===== config.mk =====
export PLATFORM = sky130hd
export DESIGN_NAME = integer_to_roman_numeral_unit
export DESIGN_NICKNAME = d
export VERILOG_FILES = /design/src/rtl/core/irn_pkg.sv /design/src/rtl/core/irn_front.sv /design/src/rtl/core/irn_queue.sv /design/src/rtl/core/irn_back.sv /design/src/rtl/core/integer_to_roman_numeral_unit.sv
export SDC_FILE = /design/constraint.sdc
export NUM_CORES = 1
export LEC_CHECK = 0
export BUFFER_PORTS_ARGS = -buffer_cell sky130_fd_sc_hd__buf_2
export CAP_MARGIN = 20
export CORE_ASPECT_RATIO = 1.2
export CORE_MARGIN = 2
export CORE_UTILIZATION = 50
export CTS_CLUSTER_DIAMETER = 150
export DETAILED_ROUTE_END_ITERATION = 8
export GPL_TIMING_DRIVEN = 1
export HOLD_SLACK_MARGIN = 0.12
export PLACE_DENSITY = 0.7
export REMOVE_ABC_BUFFERS = 1
export SYNTH_ARGS = -nofsm -noshare
export SYNTH_HDL_FRONTEND = slang
export SYNTH_SLANG_ARGS = --single-unit

===== constraint.sdc =====
create_clock -name clk -period 9.65 [get_ports clk]
set_input_delay 0.965 -clock clk [delete_from_list [all_inputs] [get_ports clk]]
set_output_delay 0.965 -clock clk [all_outputs]
set_load 0.1 [all_outputs]

===== src/rtl/core/irn_pkg.sv =====
// irn_pkg: shared types, letter codes and numeral pattern tables for the
// integer to Roman numeral unit. Depends on nothing; used by irn_front, irn_back and the top level.

package irn_pkg;

	typedef logic [3:0] digit_t;

	// Work item handed from the front to the back through the queue.
	// digits[3] is thousands, digits[0] is units.
	typedef struct packed {
		logic              err;
		digit_t [3:0]      digits;
	} irn_entry_t;

	// Which letter of a decade a pattern position uses.
	typedef enum logic [1:0] {
		SEL_ONE,
		SEL_FIVE,
		SEL_TEN
	} irn_sel_t;

	localparam logic [7:0] LETTER_I    = 8'h49;
	localparam logic [7:0] LETTER_V    = 8'h56;
	localparam logic [7:0] LETTER_X    = 8'h58;
	localparam logic [7:0] LETTER_L    = 8'h4C;
	localparam logic [7:0] LETTER_C    = 8'h43;
	localparam logic [7:0] LETTER_D    = 8'h44;
	localparam logic [7:0] LETTER_M    = 8'h4D;
	localparam logic [7:0] LETTER_NONE = 8'h00;

	localparam logic [11:0] VALUE_MAX = 12'd3999;

	// Number of letters a decimal digit expands to.
	function automatic logic [2:0] pat_len(input digit_t d);
		logic [2:0] n;
		case (d)
			4'd0: n = 3'd0;
			4'd1: n = 3'd1;
			4'd2: n = 3'd2;
			4'd3: n = 3'd3;
			4'd4: n = 3'd2;
			4'd5: n = 3'd1;
			4'd6: n = 3'd2;
			4'd7: n = 3'd3;
			4'd8: n = 3'd4;
			4'd9: n = 3'd2;
			default: n = 3'd0;
		endcase
		return n;
	endfunction

	// Letter kind at a position within a digit's pattern.
	function automatic irn_sel_t pat_sel(input digit_t d, input logic [1:0] pos);
		irn_sel_t s;
		case (d)
			4'd4: s = (pos == 2'd0) ? SEL_ONE : SEL_FIVE;
			4'd9: s = (pos == 2'd0) ? SEL_ONE : SEL_TEN;
			4'd5, 4'd6, 4'd7, 4'd8: s = (pos == 2'd0) ? SEL_FIVE : SEL_ONE;
			default: s = SEL_ONE;
		endcase
		return s;
	endfunction

	// ASCII letter for a decade and letter kind.
	function automatic logic [7:0] decade_letter(input logic [1:0] dec, input irn_sel_t s);
		logic [7:0] l;
		l = LETTER_NONE;
		case (dec)
			2'd0: begin
				case (s)
					SEL_ONE:  l = LETTER_I;
					SEL_FIVE: l = LETTER_V;
					SEL_TEN:  l = LETTER_X;
					default:  l = LETTER_NONE;
				endcase
			end
			2'd1: begin
				case (s)
					SEL_ONE:  l = LETTER_X;
					SEL_FIVE: l = LETTER_L;
					SEL_TEN:  l = LETTER_C;
					default:  l = LETTER_NONE;
				endcase
			end
			2'd2: begin
				case (s)
					SEL_ONE:  l = LETTER_C;
					SEL_FIVE: l = LETTER_D;
					SEL_TEN:  l = LETTER_M;
					default:  l = LETTER_NONE;
				endcase
			end
			2'd3: begin
				case (s)
					SEL_ONE: l = LETTER_M;
					default: l = LETTER_NONE;
				endcase
			end
			default: l = LETTER_NONE;
		endcase
		return l;
	endfunction

endpackage


===== src/rtl/core/irn_front.sv =====
// irn_front: three-stage classifier that checks the range of a value and
// splits it into decimal digits by constant compares. Depends on irn_pkg.

module irn_front (
	input  logic                  clk,
	input  logic                  arst_n,
	input  logic                  push,
	output logic                  full,
	input  logic [11:0]           value,
	output logic                  out_valid,
	input  logic                  out_ready,
	output irn_pkg::irn_entry_t   out_entry
);

	logic                 v_s1, v_s2, v_s3;
	logic                 err_s1, err_s2, err_s3;
	irn_pkg::digit_t      th_s1, th_s2, th_s3;
	irn_pkg::digit_t      hu_s2, hu_s3;
	irn_pkg::digit_t      tn_s3, un_s3;
	logic [9:0]           rem_s1;
	logic [6:0]           rem_s2;

	logic                 adv1, adv2, adv3;

	// Stage 1 inputs: range check and thousands.
	logic                 err_c;
	irn_pkg::digit_t      th_c;
	logic [11:0]          base_th_c;
	logic [11:0]          rem_th_c;

	// Stage 2 inputs: hundreds.
	irn_pkg::digit_t      hu_c;
	logic [9:0]           base_hu_c;
	logic [9:0]           rem_hu_c;

	// Stage 3 inputs: tens and units.
	irn_pkg::digit_t      tn_c;
	logic [6:0]           base_tn_c;
	logic [6:0]           rem_tn_c;

	assign adv3 = !v_s3 || out_ready;
	assign adv2 = !v_s2 || adv3;
	assign adv1 = !v_s1 || adv2;
	assign full = !adv1;

	always_comb begin
		err_c = (value == 12'd0) || (value > irn_pkg::VALUE_MAX);
		if (value >= 12'd3000) begin
			th_c      = 4'd3;
			base_th_c = 12'd3000;
		end else if (value >= 12'd2000) begin
			th_c      = 4'd2;
			base_th_c = 12'd2000;
		end else if (value >= 12'd1000) begin
			th_c      = 4'd1;
			base_th_c = 12'd1000;
		end else begin
			th_c      = 4'd0;
			base_th_c = 12'd0;
		end
		rem_th_c = value - base_th_c;
	end

	always_comb begin
		hu_c      = 4'd0;
		base_hu_c = 10'd0;
		for (int k = 1; k < 10; k++) begin
			if (rem_s1 >= 10'(k * 100)) begin
				hu_c      = 4'(k);
				base_hu_c = 10'(k * 100);
			end
		end
		rem_hu_c = rem_s1 - base_hu_c;
	end

	always_comb begin
		tn_c      = 4'd0;
		base_tn_c = 7'd0;
		for (int k = 1; k < 10; k++) begin
			if (rem_s2 >= 7'(k * 10)) begin
				tn_c      = 4'(k);
				base_tn_c = 7'(k * 10);
			end
		end
		rem_tn_c = rem_s2 - base_tn_c;
	end

	always_ff @(posedge clk or negedge arst_n) begin
		if (!arst_n) begin
			v_s1 <= 1'b0;
			v_s2 <= 1'b0;
			v_s3 <= 1'b0;
		end else begin
			if (adv1) begin
				v_s1 <= push;
			end
			if (adv2) begin
				v_s2 <= v_s1;
			end
			if (adv3) begin
				v_s3 <= v_s2;
			end
		end
	end

	always_ff @(posedge clk) begin
		if (adv1 && push) begin
			err_s1 <= err_c;
			th_s1  <= th_c;
			rem_s1 <= rem_th_c[9:0];
		end
		if (adv2 && v_s1) begin
			err_s2 <= err_s1;
			th_s2  <= th_s1;
			hu_s2  <= hu_c;
			rem_s2 <= rem_hu_c[6:0];
		end
		if (adv3 && v_s2) begin
			err_s3 <= err_s2;
			th_s3  <= th_s2;
			hu_s3  <= hu_s2;
			tn_s3  <= tn_c;
			un_s3  <= rem_tn_c[3:0];
		end
	end

	assign out_valid        = v_s3;
	assign out_entry.err    = err_s3;
	assign out_entry.digits = {th_s3, hu_s3, tn_s3, un_s3};

endmodule


===== src/rtl/core/irn_queue.sv =====
// irn_queue: short register-based queue that decouples the classifier from
// the letter sequencer. Depends on nothing.

module irn_queue #(
	parameter int WIDTH = 17,
	parameter int DEPTH = 4
) (
	input  logic             clk,
	input  logic             arst_n,
	input  logic             wr_valid,
	output logic             wr_ready,
	input  logic [WIDTH-1:0] wr_data,
	output logic             rd_valid,
	input  logic             rd_ready,
	output logic [WIDTH-1:0] rd_data
);

	localparam int PTR_W = (DEPTH > 1) ? $clog2(DEPTH) : 1;
	localparam int CNT_W = $clog2(DEPTH + 1);

	logic [WIDTH-1:0] mem_q [DEPTH];
	logic [PTR_W-1:0] wr_ptr_q, rd_ptr_q;
	logic [CNT_W-1:0] count_q;
	logic             do_wr, do_rd;

	assign wr_ready = (count_q != CNT_W'(DEPTH));
	assign rd_valid = (count_q != '0);
	assign do_wr    = wr_valid && wr_ready;
	assign do_rd    = rd_valid && rd_ready;
	assign rd_data  = mem_q[rd_ptr_q];

	function automatic logic [PTR_W-1:0] bump(input logic [PTR_W-1:0] p);
		return (p == PTR_W'(DEPTH - 1)) ? '0 : p + 1'b1;
	endfunction

	always_ff @(posedge clk or negedge arst_n) begin
		if (!arst_n) begin
			wr_ptr_q <= '0;
			rd_ptr_q <= '0;
			count_q  <= '0;
		end else begin
			if (do_wr) begin
				wr_ptr_q <= bump(wr_ptr_q);
			end
			if (do_rd) begin
				rd_ptr_q <= bump(rd_ptr_q);
			end
			if (do_wr && !do_rd) begin
				count_q <= count_q + 1'b1;
			end else if (do_rd && !do_wr) begin
				count_q <= count_q - 1'b1;
			end
		end
	end

	always_ff @(posedge clk) begin
		if (do_wr) begin
			mem_q[wr_ptr_q] <= wr_data;
		end
	end

endmodule


===== src/rtl/core/irn_back.sv =====
// irn_back: letter sequencer that walks the digit patterns of one entry and
// emits one letter per beat into an output register. Depends on irn_pkg.

module irn_back (
	input  logic                  clk,
	input  logic                  arst_n,
	input  logic                  in_valid,
	output logic                  in_ready,
	input  irn_pkg::irn_entry_t   in_entry,
	output logic                  empty,
	input  logic                  pop,
	output logic [7:0]            letter,
	output logic                  last,
	output logic                  error
);

	logic                 busy_q;
	irn_pkg::irn_entry_t  ent_q;
	logic [1:0]           dec_q;
	logic [1:0]           pos_q;

	logic                 out_valid_q;
	logic [7:0]           letter_q;
	logic                 last_q;
	logic                 error_q;

	logic                 out_free, emit, load;
	irn_pkg::digit_t      cur_digit;
	logic [2:0]           cur_len;
	logic                 digit_end, lower_zero, cur_last;
	logic [1:0]           next_dec;
	logic [1:0]           load_dec;
	logic [7:0]           cur_letter;

	assign cur_digit  = ent_q.digits[dec_q];
	assign cur_len    = irn_pkg::pat_len(cur_digit);
	assign digit_end  = ({1'b0, pos_q} == cur_len - 3'd1);
	assign cur_letter = ent_q.err ? irn_pkg::LETTER_NONE :
		irn_pkg::decade_letter(dec_q, irn_pkg::pat_sel(cur_digit, pos_q));

	// Find the next nonzero decade below the current one.
	always_comb begin
		lower_zero = 1'b1;
		next_dec   = 2'd0;
		for (int j = 0; j < 4; j++) begin
			if ((2'(j) < dec_q) && (ent_q.digits[j] != 4'd0)) begin
				lower_zero = 1'b0;
				next_dec   = 2'(j);
			end
		end
	end

	// Highest nonzero decade of an incoming entry.
	always_comb begin
		load_dec = 2'd0;
		for (int j = 0; j < 4; j++) begin
			if (in_entry.digits[j] != 4'd0) begin
				load_dec = 2'(j);
			end
		end
	end

	assign cur_last = ent_q.err || (digit_end && lower_zero);
	assign out_free = !out_valid_q || pop;
	assign emit     = busy_q && out_free;
	assign load     = in_valid && (!busy_q || (emit && cur_last));
	assign in_ready = load;

	always_ff @(posedge clk or negedge arst_n) begin
		if (!arst_n) begin
			busy_q      <= 1'b0;
			out_valid_q <= 1'b0;
		end else begin
			if (load) begin
				busy_q <= 1'b1;
			end else if (emit && cur_last) begin
				busy_q <= 1'b0;
			end
			if (out_free) begin
				out_valid_q <= emit;
			end
		end
	end

	always_ff @(posedge clk) begin
		if (load) begin
			ent_q <= in_entry;
			dec_q <= load_dec;
			pos_q <= 2'd0;
		end else if (emit) begin
			if (digit_end) begin
				dec_q <= next_dec;
				pos_q <= 2'd0;
			end else begin
				pos_q <= pos_q + 2'd1;
			end
		end
		if (emit) begin
			letter_q <= cur_letter;
			last_q   <= cur_last;
			error_q  <= ent_q.err;
		end
	end

	assign empty  = !out_valid_q;
	assign letter = letter_q;
	assign last   = last_q;
	assign error  = error_q;

endmodule


===== src/rtl/core/integer_to_roman_numeral_unit.sv =====
// integer_to_roman_numeral_unit: top level of the binary to Roman numeral
// converter. Depends on irn_pkg, irn_front, irn_queue and irn_back.
//
// Push a 12-bit binary value while full is low; the unit returns its Roman
// numeral one ASCII letter per beat (I V X L C D M), most significant decade
// first, with last set on the final letter. A value of zero or above 3999
// returns a single beat with letter 0 and both error and last set. Results
// wait in an output register until popped, so the input side keeps taking
// values while a letter sits unclaimed, until the queue and front fill. The
// front classifies a value in three pipeline stages (range check and
// thousands, hundreds, tens and units) and accepts one value per cycle while
// full is low; a queue of QUEUE_DEPTH entries follows it. The back sequencer
// then walks the letters of each value in turn, holding while a letter waits
// unpopped, so the sustained rate is set by that sequencer and by the output
// letters. A pushed value passes the three front stages, the queue and the
// back before its first letter appears. No clearing pass follows reset.

module integer_to_roman_numeral_unit #(
	parameter int QUEUE_DEPTH = 4
) (
	input  logic        clk,
	input  logic        arst_n,
	input  logic        push,
	output logic        full,
	input  logic [11:0] value,
	output logic        empty,
	input  logic        pop,
	output logic [7:0]  letter,
	output logic        last,
	output logic        error
);

	localparam int ENTRY_W = $bits(irn_pkg::irn_entry_t);

	// Front to queue beat.
	logic                 fq_valid, fq_ready;
	irn_pkg::irn_entry_t  fq_entry;

	// Queue to back beat.
	logic                 qb_valid, qb_ready;
	irn_pkg::irn_entry_t  qb_entry;
	logic [ENTRY_W-1:0]   qb_bits;

	// Classify: range check and digit split.
	irn_front u_front (
		.clk       (clk),
		.arst_n    (arst_n),
		.push      (push),
		.full      (full),
		.value     (value),
		.out_valid (fq_valid),
		.out_ready (fq_ready),
		.out_entry (fq_entry)
	);

	// Hold classified entries so front and back stall independently.
	irn_queue #(
		.WIDTH (ENTRY_W),
		.DEPTH (QUEUE_DEPTH)
	) u_queue (
		.clk      (clk),
		.arst_n   (arst_n),
		.wr_valid (fq_valid),
		.wr_ready (fq_ready),
		.wr_data  (fq_entry),
		.rd_valid (qb_valid),
		.rd_ready (qb_ready),
		.rd_data  (qb_bits)
	);

	assign qb_entry = irn_pkg::irn_entry_t'(qb_bits);

	// Advance through the letters of each entry, one per beat.
	irn_back u_back (
		.clk      (clk),
		.arst_n   (arst_n),
		.in_valid (qb_valid),
		.in_ready (qb_ready),
		.in_entry (qb_entry),
		.empty    (empty),
		.pop      (pop),
		.letter   (letter),
		.last     (last),
		.error    (error)
	);

endmodule

==> results of run 1 <==
==> metal layers <==
layer / global-route usage, % / up-vias / routed length (um)
li1: - / 1778 / -
met4: 6.11 / 0 / 123
met1: 17.8 / 1857 / 4290
met3: 4.12 / 11 / 275
met2: 31.0 / 68 / 5910
met5: 0 / - / 0
==> worst max-delay path: stages, from the launching register on <==
cell	delay, ns
edfxtp_1	0.70
mux4_2	0.61
nor4_1	0.42
a21oi_1	0.10
ha_1	0.24
or4_1	0.57
nand4_2	0.15
o41a_1	0.39
ha_1	0.25
inv_1	0.06
fa_1	0.37
xor2_1	0.17
nor2_1	0.11
xor2_1	0.14
==> synth_stat cells, types with 4 or more instances <==
library cell    n
a211oi_1        4
a21o_1          5
a21oi_1        19
a41o_1          4
and2_1          9
clkbuf_1       12
dfrtp_1        12
edfxtp_1      127
fa_1            4
ha_1           24
inv_1          35
mux2_4          4
mux4_2         17
nand2_1        23
nand2b_1        5
nand3_1         4
nor2_1         30
nor2b_1         6
nor3_1          6
nor4_1          6
o21ai_0        21
xnor2_1        12
xor2_1          6
==> state kept, by name, indices dropped and copies added, names as in the netlist, 2 cells and up <==
| register | cells |
|---|---|
| u_front.hu_s2 | 4 |
| u_back.pos_q | 2 |
| u_queue.count_q | 3 |
| u_front.un_s3 | 4 |
| u_front.th_s1 | 2 |
| u_front.hu_s3 | 4 |
| u_back.dec_q | 2 |
| u_queue.mem_q | 60 |
| u_back.ent_q | 15 |
| u_front.rem_s2 | 7 |
| u_front.rem_s1 | 10 |
| u_front.th_s3 | 2 |
| u_front.tn_s3 | 4 |
| u_queue.rd_ptr_q | 2 |
| u_front.th_s2 | 2 |
| u_back.letter | 6 |
| u_queue.wr_ptr_q | 2 |
==> kinds of logic after synthesis <==
group | count (synthesis) | share of synthesized area (%)
xor+xnor | 18 | 2.41
flops | 141 | 63.6
compound gates | 88 | 9.18
mux | 26 | 7.59
fa+ha+maj | 29 | 5.98
other cells | 1 | 0.0574
buf+inv | 55 | 3.54
simple gates | 101 | 7.63
==> how the worst min path moves through the flow <==
stage / start / end / slack, ns / cells after the start
finish: arst_n / u_front.v_s1 / 0.42 / 1
global route: u_front.err_s2 / u_front.err_s3 / 0.43 / 0
CTS: arst_n / u_front.v_s1 / 0.42 / 1
detailed placement: u_front.hu_s2[1] / u_front.hu_s3[1] / 0.41 / 0
global placement: u_front.th_s1[0] / u_front.th_s2[0] / 0.40 / 0
floorplan: u_front.err_s1 / u_front.err_s2 / 0.40 / 0
==> cell type report <==
cell class,count,area share (%)
sequential,141,55.9
multi-input combinational,264,28.9
clock buffer,21,6.20
tap,164,2.76
clock inverter,11,2.56
timing repair buffer,27,1.89
inverter,35,1.77
==> report_power, final <==
part | internal [mW] | switching [mW]
logic | 0.361 | 0.532
clock network | 0.472 | 0.234
registers | 0.956 | 0.149
total | 1.79 | 0.915
==> results by group, run 1 <==
Floorplan
  – Starting density of the core: 51.3%
  – Die X: 108 um
  – Ports: 28
  – Rows: 45
  – Die extent in y: 129 um
  – Core area: 12700 um^2
  – Die area: 14000 um^2

Placed design
  – HPWL Detailed: 7360 um
  – RePlAce Congestion: 0.853
  – Port Buf Inserts: 25
  – Placed cell area: 6780 um^2
  – Dpl ws: 5.32 ns
  – Total placed cells including tap cells: 631

Run status
  – Status: finished, final reports clean

GRT
  – GRT Util Overall: 16.5%
  – GR Overflow Total: 0
  – Initial antenna violation count: 0
  – Largest net degree at the start of global routing: 20
  – First-pass GRT wire length: 17500 um
  – Vias in the first global route: 3713

Clock tree
  – Cts bufs inserted: 17
  – Bufs on Longest Clock Path: 2
  – H-tree Lvls: 4
  – CTS tree: built
  – Worst-Skew Late Latency: 0.41 ns
  – CTS sink count: 141
  – CTS Hold Bufs: 0
  – Setup bufs post-CTS: 0
  – CTS resizes: 0
  – Worst-path clk slew: 0.06 ns
  – Clock root cell: clkbuf_16

STA
  – Slew headroom: 45.3%
  – Final worst-path cycle share: 45.2%
  – Final Max Tran Viols: 0
  – Worst-Margin Slew: 0.820 ns
  – Maximum clock rate: 229 MHz
  – Setup TNS: 0 ns
  – Final setup viols: 0
  – Tmin final: 4.36 ns
  – RSZ-0062 raised after global routing: no
  – Hold Fails Final Rpt: 0
  – Clock skew: 0.00774 ns
  – WHS: 0.415 ns
  – Post-route setup slack: 5.29 ns

Synthesis
  – Synth area leaders: edfxtp_1, mux4_2, dfrtp_1
  – Sequential element share of the synthesized area: 63.6%
  – Ys flop type: edfxtp_1
  – Synth area leader: edfxtp_1
  – Yosys warns: 0
  – Synth top area share: 58.4%
  – Post-synth EDFFs: 127
  – Post-synthesis sequential element count: 141
  – Syn_area_per_cell: 14.2 um^2
  – Async SR Flop Fraction: 8.51%
  – Mapped Cells: 459
  – Mapped Area: 6530 um^2
  – Synth cell types: 59

Cells and area
  – Design area: 7430 um^2
  – Seq. cell area: 4150 um^2
  – Final #Nets: 530
  – Most common cell after layout, fill and taps aside: edfxtp_1
  – Most frequent cells in the layout: edfxtp_1, inv_1, nor2_1
  – Ant. Diodes: 0
  – Fillers: 983
  – Post-Layout Cell Count: 663
  – Area growth syn-to-layout: 13.8%
  – Layout cells sized above 1: 17.2%
  – Multi-input logic area: 2150 um^2
  – Util after Layout: 58.4%

Drt
  – DR vias/cell: 5.60
  – Final wirelength: 10600 um
  – Drt first pass iters: 4
  – Via count: 3714
  – Avg WL per Cell: 16.0 um
  – DRC viols: 0
  – DR iter-0 viols: 242
  – Post-route ant nets: 0

Worst setup path
  – Worst setup EP type: flip-flop
  – Cells on worst reg2reg path: 13
  – Critical path class: flip-flop to flip-flop
  – Crit-path max FO: 16
  – CP required: 9.98 ns
  – CP Launch Type: flip-flop
  – CP startpoint: u_back.dec_q[0]
  – Worst setup endpoint: u_queue.count_q[2]
  – Critical Path AT: 4.70 ns
  – Reg2reg end: u_queue.count_q[2]
  – Reg-to-reg startpoint: u_back.dec_q[0]
  – Reg2reg setup slack: 5.29 ns

Power
  – Pwr dens: 364 nW/um^2
  – Design Power: 2.70 mW
  – Worst vdd ir: 0.211 mV
  – Leak: 2.81 nW

Min path
  – Worst hold path type: input port to async pin

Job
  – Max-cap check violation count: 0
Note: power is estimated with default switching activity, not from simulation.
==> run 2: changes to the inputs <==
==> constraint.sdc (replaced) <==
create_clock -name clk -period 4.25 [get_ports clk]
set_input_delay 0.425 -clock clk [delete_from_list [all_inputs] [get_ports clk]]
set_output_delay 0.425 -clock clk [all_outputs]
set_load 0.1 [all_outputs]
==> run 2 against run 1 <==
Cell area up 0.32%. Die area unchanged. Sequential share of layout area is 0.18 points lower. Combinational power rose by 140%. Via count increased by 1.1%. Sequential power grew 130%. Power increased by 130%. Fmax up 12%.
==> results by group, run 2 (synthesis results as in run 1) <==
Drt
  – Via count: 3756 (was 3714)
  – DRC viols: 0 (unchanged)
  – Drt first pass iters: 4 (unchanged)
  – Avg WL per Cell: 16.7 um (was 16.0 um)
  – Post-route ant nets: 0 (unchanged)
  – Final wirelength: 11200 um (was 10600 um)
  – DR vias/cell: 5.60 (about the same)
  – DR iter-0 viols: 247 (was 242)

Worst setup path
  – WP depth: 14 (was 13)
  – Kind of cell adding the most delay to the critical path: simple AND/OR/NAND/NOR gates (unchanged)
  – Slowest-stage cell, CP: edfxtp_1 (unchanged)
  – Reg2reg setup slack: 0.36 ns (was 5.29 ns)
  – Critical Path AT: 4.22 ns (was 4.70 ns)
  – Reg-to-reg startpoint: u_back.dec_q[1] (was u_back.dec_q[0])
  – Critical path class: flip-flop to flip-flop (unchanged)
  – CP Launch Type: flip-flop (unchanged)
  – CP max stage delay: 0.65 ns (was 0.70 ns)
  – CP required: 4.58 ns (was 9.98 ns)
  – Buf+Inv Stages, Crit Path: 1 (unchanged)
  – Worst setup endpoint: u_queue.count_q[2] (unchanged)
  – Reg2reg end: u_queue.count_q[2] (unchanged)
  – Cells on worst reg2reg path: 14 (was 13)
  – Worst setup EP type: flip-flop (unchanged)
  – Sequence of cells on the critical path: mux2i_1 > o21a_1 > nor4_1 > a21oi_1 > ha_1 > or4_1 > nand4_2 > o41a_1 > ha_1 > inv_1 > fa_1 > xor2_1 > nor2_1 > xor2_1 (was mux4_2 > nor4_1 > a21oi_1 > ha_1 > or4_1 > nand4_2 > o41a_1 > ha_1 > inv_1 > fa_1 > xor2_1 > nor2_1 > xor2_1)
  – Crit-path max FO: 14 (was 16)
  – CP startpoint: u_back.dec_q[1] (was u_back.dec_q[0])

GRT
  – First-pass GRT wire length: 18100 um (was 17500 um)
  – GR Overflow Total: 0 (unchanged)
  – Largest net degree at the start of global routing: 20 (unchanged)
  – Initial antenna violation count: 0 (unchanged)
  – GRT Util Overall: 17.2% (was 16.5%)
  – Vias in the first global route: 3732 (was 3713)

Cells and area
  – Most frequent cells in the layout: edfxtp_1, inv_1, nor2_1 (unchanged)
  – Final #Nets: 538 (was 530)
  – Most flops, register: u_queue.mem_q (unchanged)
  – Largest registers: u_queue.mem_q x60, u_back.ent_q x15, u_front.rem_s1 x10 (unchanged)
  – Layout cells sized above 1: 18.1% (was 17.2%)
  – Max reg flops: 60 (unchanged)
  – Ant. Diodes: 0 (unchanged)
  – Post-Layout Cell Count: 671 (was 663)
  – Most common cell after layout, fill and taps aside: edfxtp_1 (unchanged)
  – Area growth syn-to-layout: 14.1% (was 13.8%)

Clock tree
  – Worst-Skew Late Latency: 0.41 ns (about the same)
  – CTS sink count: 141 (unchanged)
  – Cts bufs inserted: 17 (unchanged)
  – Clock root cell: clkbuf_16 (unchanged)
  – Bufs on Longest Clock Path: 2 (unchanged)
  – Worst-path clk slew: 0.06 ns (about the same)
  – H-tree Lvls: 4 (unchanged)
  – CTS tree: built (unchanged)

Run status
  – Status: finished, final reports clean (unchanged)

STA
  – Final worst-path cycle share: 91.5% (was 45.2%)
  – Hold Fails Final Rpt: 0 (unchanged)
  – Final setup viols: 0 (unchanged)
  – Slew headroom: 45.7% (was 45.3%)
  – Clock skew: 0.0118 ns (was 0.00774 ns)
  – RSZ-0062 raised after global routing: no (unchanged)
  – Final Max Tran Viols: 0 (unchanged)
  – Tmin final: 3.89 ns (was 4.36 ns)
  – Maximum clock rate: 257 MHz (was 229 MHz)
  – Worst-Margin Slew: 0.815 ns (was 0.820 ns)
  – Setup TNS: 0 ns (unchanged)

Floorplan
  – Die X: 108 um (unchanged)
  – Rows: 45 (unchanged)
  – Die area: 14000 um^2 (unchanged)
  – Core area: 12700 um^2 (unchanged)
  – Starting density of the core: 51.3% (unchanged)
  – Ports: 28 (unchanged)
  – Die extent in y: 129 um (unchanged)

Placed design
  – Port Buf Inserts: 25 (unchanged)
  – RePlAce Congestion: 0.846 (was 0.853)
  – HPWL Detailed: 7590 um (was 7360 um)
  – Total placed cells including tap cells: 633 (was 631)

Power
  – Design Power: 6.14 mW (was 2.70 mW)
  – Pwr dens: 824 nW/um^2 (was 364 nW/um^2)
  – Worst vdd ir: 0.497 mV (was 0.211 mV)
  – Leak: 2.83 nW (was 2.81 nW)

Job
  – Max-cap check violation count: 0 (unchanged)

Min path
  – Worst hold path type: input port to flip-flop (was input port to async pin)
[run 2: power by group]
| group | internal (mW) | switching (mW) | total [mW] |
|---|---|---|---|
| Sequential | 2.17 | 0.364 | 2.54 |
| Clock | 0.971 | 0.531 | 1.50 |
| Combinational | 0.864 | 1.24 | 2.10 |
[run 2: worst min path at each step]
stage | cells past startpoint | from | slack (ns) | endpoint
after detailed placement | 1 | arst_n | 0.33 | u_front.v_s2
after global placement | 1 | arst_n | 0.31 | u_front.v_s2
after floorplan | 0 | arst_n | 0.13 | u_back.busy_q
final | 1 | value[1] | 0.21 | u_front.rem_s1[1]
after global routing | 1 | value[1] | 0.20 | u_front.rem_s1[1]
after CTS | 1 | value[1] | 0.20 | u_front.rem_s1[1]
[run 2: routing by layer]
| metal | GRT usage [%] | share of wire, % | vias up |
|---|---|---|---|
| met2 | 31.8 | 56 | 80 |
| met5 | 0 | 0 | - |
| met4 | 6.41 | 1.2 | 0 |
| met1 | 18.9 | 40 | 1863 |
| met3 | 4.23 | 3.0 | 13 |
| li1 | - | - | 1800 |
[run 2: area by class of cell]
class	count	area (um^2)
fill	989	5270
sequential	141	4150
multi-input combinational	264	2150
clock buffer	23	478
tap	164	205
timing repair buffer	35	203
clock inverter	9	134
inverter	35	131
[run 2: timing repair]
| action | CTS | global route |
|---|---|---|
| hold buffers | 1 | 0 |
| endpoints found under the hold margin | 12 | 0 |
| buffers inserted | 0 | 5 |
| gates resized for setup | 0 | 0 |
| setup endpoints to repair | 0 | 2 |
[run 2: per-stage QoR]
step                setup WS, ns  utilization [%]  area, um^2  hold slack, ns
global placement           0.456             53.4        6790           0.312
global route               0.117             58.6        7450           0.196
detailed placement         0.316             53.4        6790           0.327
floorplan                  0.305                -        6430           0.129
CTS                        0.258             58.3        7420           0.196
finish                     0.360             58.6        7450           0.207
==> run 3: changes to the inputs <==
--- a/config.mk
+++ b/config.mk
@@ -7,14 +7,17 @@
 export LEC_CHECK = 0
 export BUFFER_PORTS_ARGS = -buffer_cell sky130_fd_sc_hd__buf_2
 export CAP_MARGIN = 20
+export CELL_PAD_IN_SITES_DETAIL_PLACEMENT = 1
+export CELL_PAD_IN_SITES_GLOBAL_PLACEMENT = 2
 export CORE_ASPECT_RATIO = 1.2
 export CORE_MARGIN = 2
-export CORE_UTILIZATION = 50
+export CORE_UTILIZATION = 45
 export CTS_CLUSTER_DIAMETER = 150
+export CTS_CLUSTER_SIZE = 14
 export DETAILED_ROUTE_END_ITERATION = 8
 export GPL_TIMING_DRIVEN = 1
 export HOLD_SLACK_MARGIN = 0.12
-export PLACE_DENSITY = 0.7
+export PLACE_DENSITY = 0.83
 export REMOVE_ABC_BUFFERS = 1
 export SYNTH_ARGS = -nofsm -noshare
 export SYNTH_HDL_FRONTEND = slang
==> run 3 against run 2 <==
Hold slack lost 0.0016 ns. Power decreased by 0.55%. Core utilization decreased by 6.7 points. Count of clock-buffer cells in the layout down 5. Flip-flop and latch count unchanged. Largest power group unchanged.
==> results by group, run 3 (synthesis results as in run 1) <==
Worst setup path
  – Cells on worst reg2reg path: 14 (unchanged)
  – Reg-to-reg startpoint: u_back.dec_q[1] (unchanged)
  – Critical path class: flip-flop to flip-flop (unchanged)
  – CP Launch Type: flip-flop (unchanged)
  – Crit-path max FO: 8 (was 14)
  – Reg2reg setup slack: 0.44 ns (was 0.36 ns)
  – Reg2reg end: u_queue.count_q[2] (unchanged)
  – Critical Path AT: 4.14 ns (was 4.22 ns)
  – Sequence of cells on the critical path: buf_4 > mux4_2 > nor4_1 > a21oi_1 > ha_1 > or4_1 > nand4_2 > o41a_1 > ha_1 > inv_1 > fa_1 > xor2_1 > nor2_1 > xor2_1 (was mux2i_1 > o21a_1 > nor4_1 > a21oi_1 > ha_1 > or4_1 > nand4_2 > o41a_1 > ha_1 > inv_1 > fa_1 > xor2_1 > nor2_1 > xor2_1)
  – Slowest-stage cell, CP: or4_1 (was edfxtp_1)
  – CP max stage delay: 0.58 ns (was 0.65 ns)
  – CP startpoint: u_back.dec_q[1] (unchanged)
  – CP required: 4.59 ns (was 4.58 ns)
  – Worst setup EP type: flip-flop (unchanged)

Floorplan
  – Core area: 14300 um^2 (was 12700 um^2)
  – Starting density of the core: 45.7% (was 51.3%)
  – Die extent in y: 136 um (was 129 um)
  – Rows: 48 (was 45)
  – Die X: 114 um (was 108 um)
  – Ports: 28 (unchanged)
  – Die area: 15500 um^2 (was 14000 um^2)

STA
  – Clock skew: 0.00671 ns (was 0.0118 ns)
  – Hold Fails Final Rpt: 0 (unchanged)
  – Final worst-path cycle share: 89.6% (was 91.5%)
  – Tmin final: 3.81 ns (was 3.89 ns)
  – Maximum clock rate: 263 MHz (was 257 MHz)
  – Worst-Margin Slew: 0.841 ns (was 0.815 ns)
  – WHS: 0.206 ns (was 0.207 ns)
  – Setup TNS: 0 ns (unchanged)
  – Final setup viols: 0 (unchanged)
  – Slew headroom: 43.9% (was 45.7%)
  – Final Max Tran Viols: 0 (unchanged)
  – RSZ-0062 raised after global routing: no (unchanged)

GRT
  – First-pass GRT wire length: 20500 um (was 18100 um)
  – GRT Util Overall: 17.4% (was 17.2%)
  – Vias in the first global route: 4089 (was 3732)
  – Initial antenna violation count: 0 (unchanged)
  – GR Overflow Total: 0 (unchanged)
  – Largest net degree at the start of global routing: 20 (unchanged)

Cells and area
  – Most common cell after layout, fill and taps aside: edfxtp_1 (unchanged)
  – Final #Nets: 536 (was 538)
  – Most flops, register: u_queue.mem_q (unchanged)
  – Post-Layout Cell Count: 680 (was 671)
  – Layout cells sized above 1: 17.8% (was 18.1%)
  – Max reg flops: 60 (unchanged)
  – Largest registers: u_queue.mem_q x60, u_back.ent_q x15, u_front.rem_s1 x10 (unchanged)
  – Ant. Diodes: 0 (unchanged)
  – Area growth syn-to-layout: 13.6% (was 14.1%)
  – Most frequent cells in the layout: edfxtp_1, inv_1, nor2_1 (unchanged)

Drt
  – DRC viols: 0 (unchanged)
  – Drt first pass iters: 6 (was 4)
  – Final wirelength: 12500 um (was 11200 um)
  – Post-route ant nets: 0 (unchanged)
  – DR iter-0 viols: 149 (was 247)
  – DR vias/cell: 5.48 (was 5.60)
  – Avg WL per Cell: 18.4 um (was 16.7 um)
  – Via count: 3724 (was 3756)

Min path
  – Hold Path End: u_front.rem_s1[2] (was u_front.rem_s1[1])
  – Worst Hold Depth: 1 (unchanged)
  – Worst hold path type: input port to flip-flop (unchanged)
  – Hold_sp: value[2] (was value[1])

Clock tree
  – H-tree Lvls: 4 (unchanged)
  – CTS resizes: 0 (unchanged)
  – CTS tree: built (unchanged)
  – Cts bufs inserted: 17 (unchanged)
  – Clock root cell: clkbuf_16 (unchanged)
  – Worst-path clk slew: 0.06 ns (about the same)
  – CTS sink count: 141 (unchanged)
  – Bufs on Longest Clock Path: 2 (unchanged)
  – Worst-Skew Late Latency: 0.41 ns (about the same)

Power
  – Worst vdd ir: 0.281 mV (was 0.497 mV)
  – Design Power: 6.11 mW (was 6.14 mW)
  – Leak: 2.80 nW (was 2.83 nW)
  – Pwr dens: 823 nW/um^2 (was 824 nW/um^2)

Placed design
  – HPWL Detailed: 8950 um (was 7590 um)
  – Port Buf Inserts: 25 (unchanged)
  – Total placed cells including tap cells: 644 (was 633)
  – RePlAce Congestion: 0.752 (was 0.846)

Job
  – Max-cap check violation count: 0 (unchanged)

Run status
  – Status: finished, final reports clean (unchanged)
run 3: changes by cell type in the layout (fill, tap and decap cells not counted):
cell	before	now
buf_4	9	7
clkbuf_1	3	1
clkbuf_8	3	0
clkinv_1	0	2
clkinv_2	2	6
clkinv_4	2	1
clkinvlp_4	1	2
inv_6	1	0
run 3: worst max-delay path by stage:
stage	cells after the start	slack (ns)	to
6_report	14	0.44	u_queue.count_q[2]
5_1_grt	15	0.22	u_queue.count_q[2]
4_1_cts	14	0.18	u_queue.count_q[2]
3_5_place_dp	14	0.23	u_queue.count_q[2]
3_3_place_gp	14	0.41	u_queue.count_q[2]
2_1_floorplan	13	0.30	u_queue.count_q[2]
run 3: final cells by class:
cell class	instances	area, um^2
clock inverter	14	151
sequential	141	4150
clock buffer	18	429
tap	175	219
inverter	35	131
fill	1398	6870
timing repair buffer	33	188
multi-input combinational	264	2150
run 3: report_power, final:
part / switching [mW] / internal (mW) / total, mW
Combinational: 1.27 / 0.855 / 2.13
Sequential: 0.358 / 2.17 / 2.53
Clock: 0.538 / 0.911 / 1.45
Total: 2.17 / 3.94 / 6.11
run 3: layer usage:
metal / part of all wire [%] / track usage [%] / up-vias / wire [um]
met5: 0 / 0 / - / 0
li1: - / - / 1791 / -
met2: 57 / 33.2 / 53 / 7110
met4: 1.8 / 6.91 / 0 / 225
met1: 39 / 18.5 / 1859 / 4900
met3: 2.0 / 3.88 / 21 / 255
run 3: critical path: cells and delay by family (launching register included):
kind	cells	cell delay, ns
AOI/OAI and AO/OA	2	0.27
and+or+nand+nor	4	1.22
muxes	1	0.31
adders and majority gates	3	0.83
buffers and inverters	2	0.25
DFF	1	0.52
xor gates and xnor gates	2	0.32
run 3: repair_timing:
action                                  in CTS  in global routing
endpoints found under the hold margin       12                  0
endpoints found under the setup margin       0                  2
hold buffers                                 1                  0
buffers inserted                             0                  3
run 3: per-stage QoR:
step                utilization, %  worst slack, ns  cell area [um^2]
floorplan                        -            0.305              6430
global placement              47.6            0.408              6810
detailed placement            47.6            0.232              6810
CTS                           51.8            0.180              7400
global route                  51.9            0.216              7420
finish                        51.9            0.443              7420
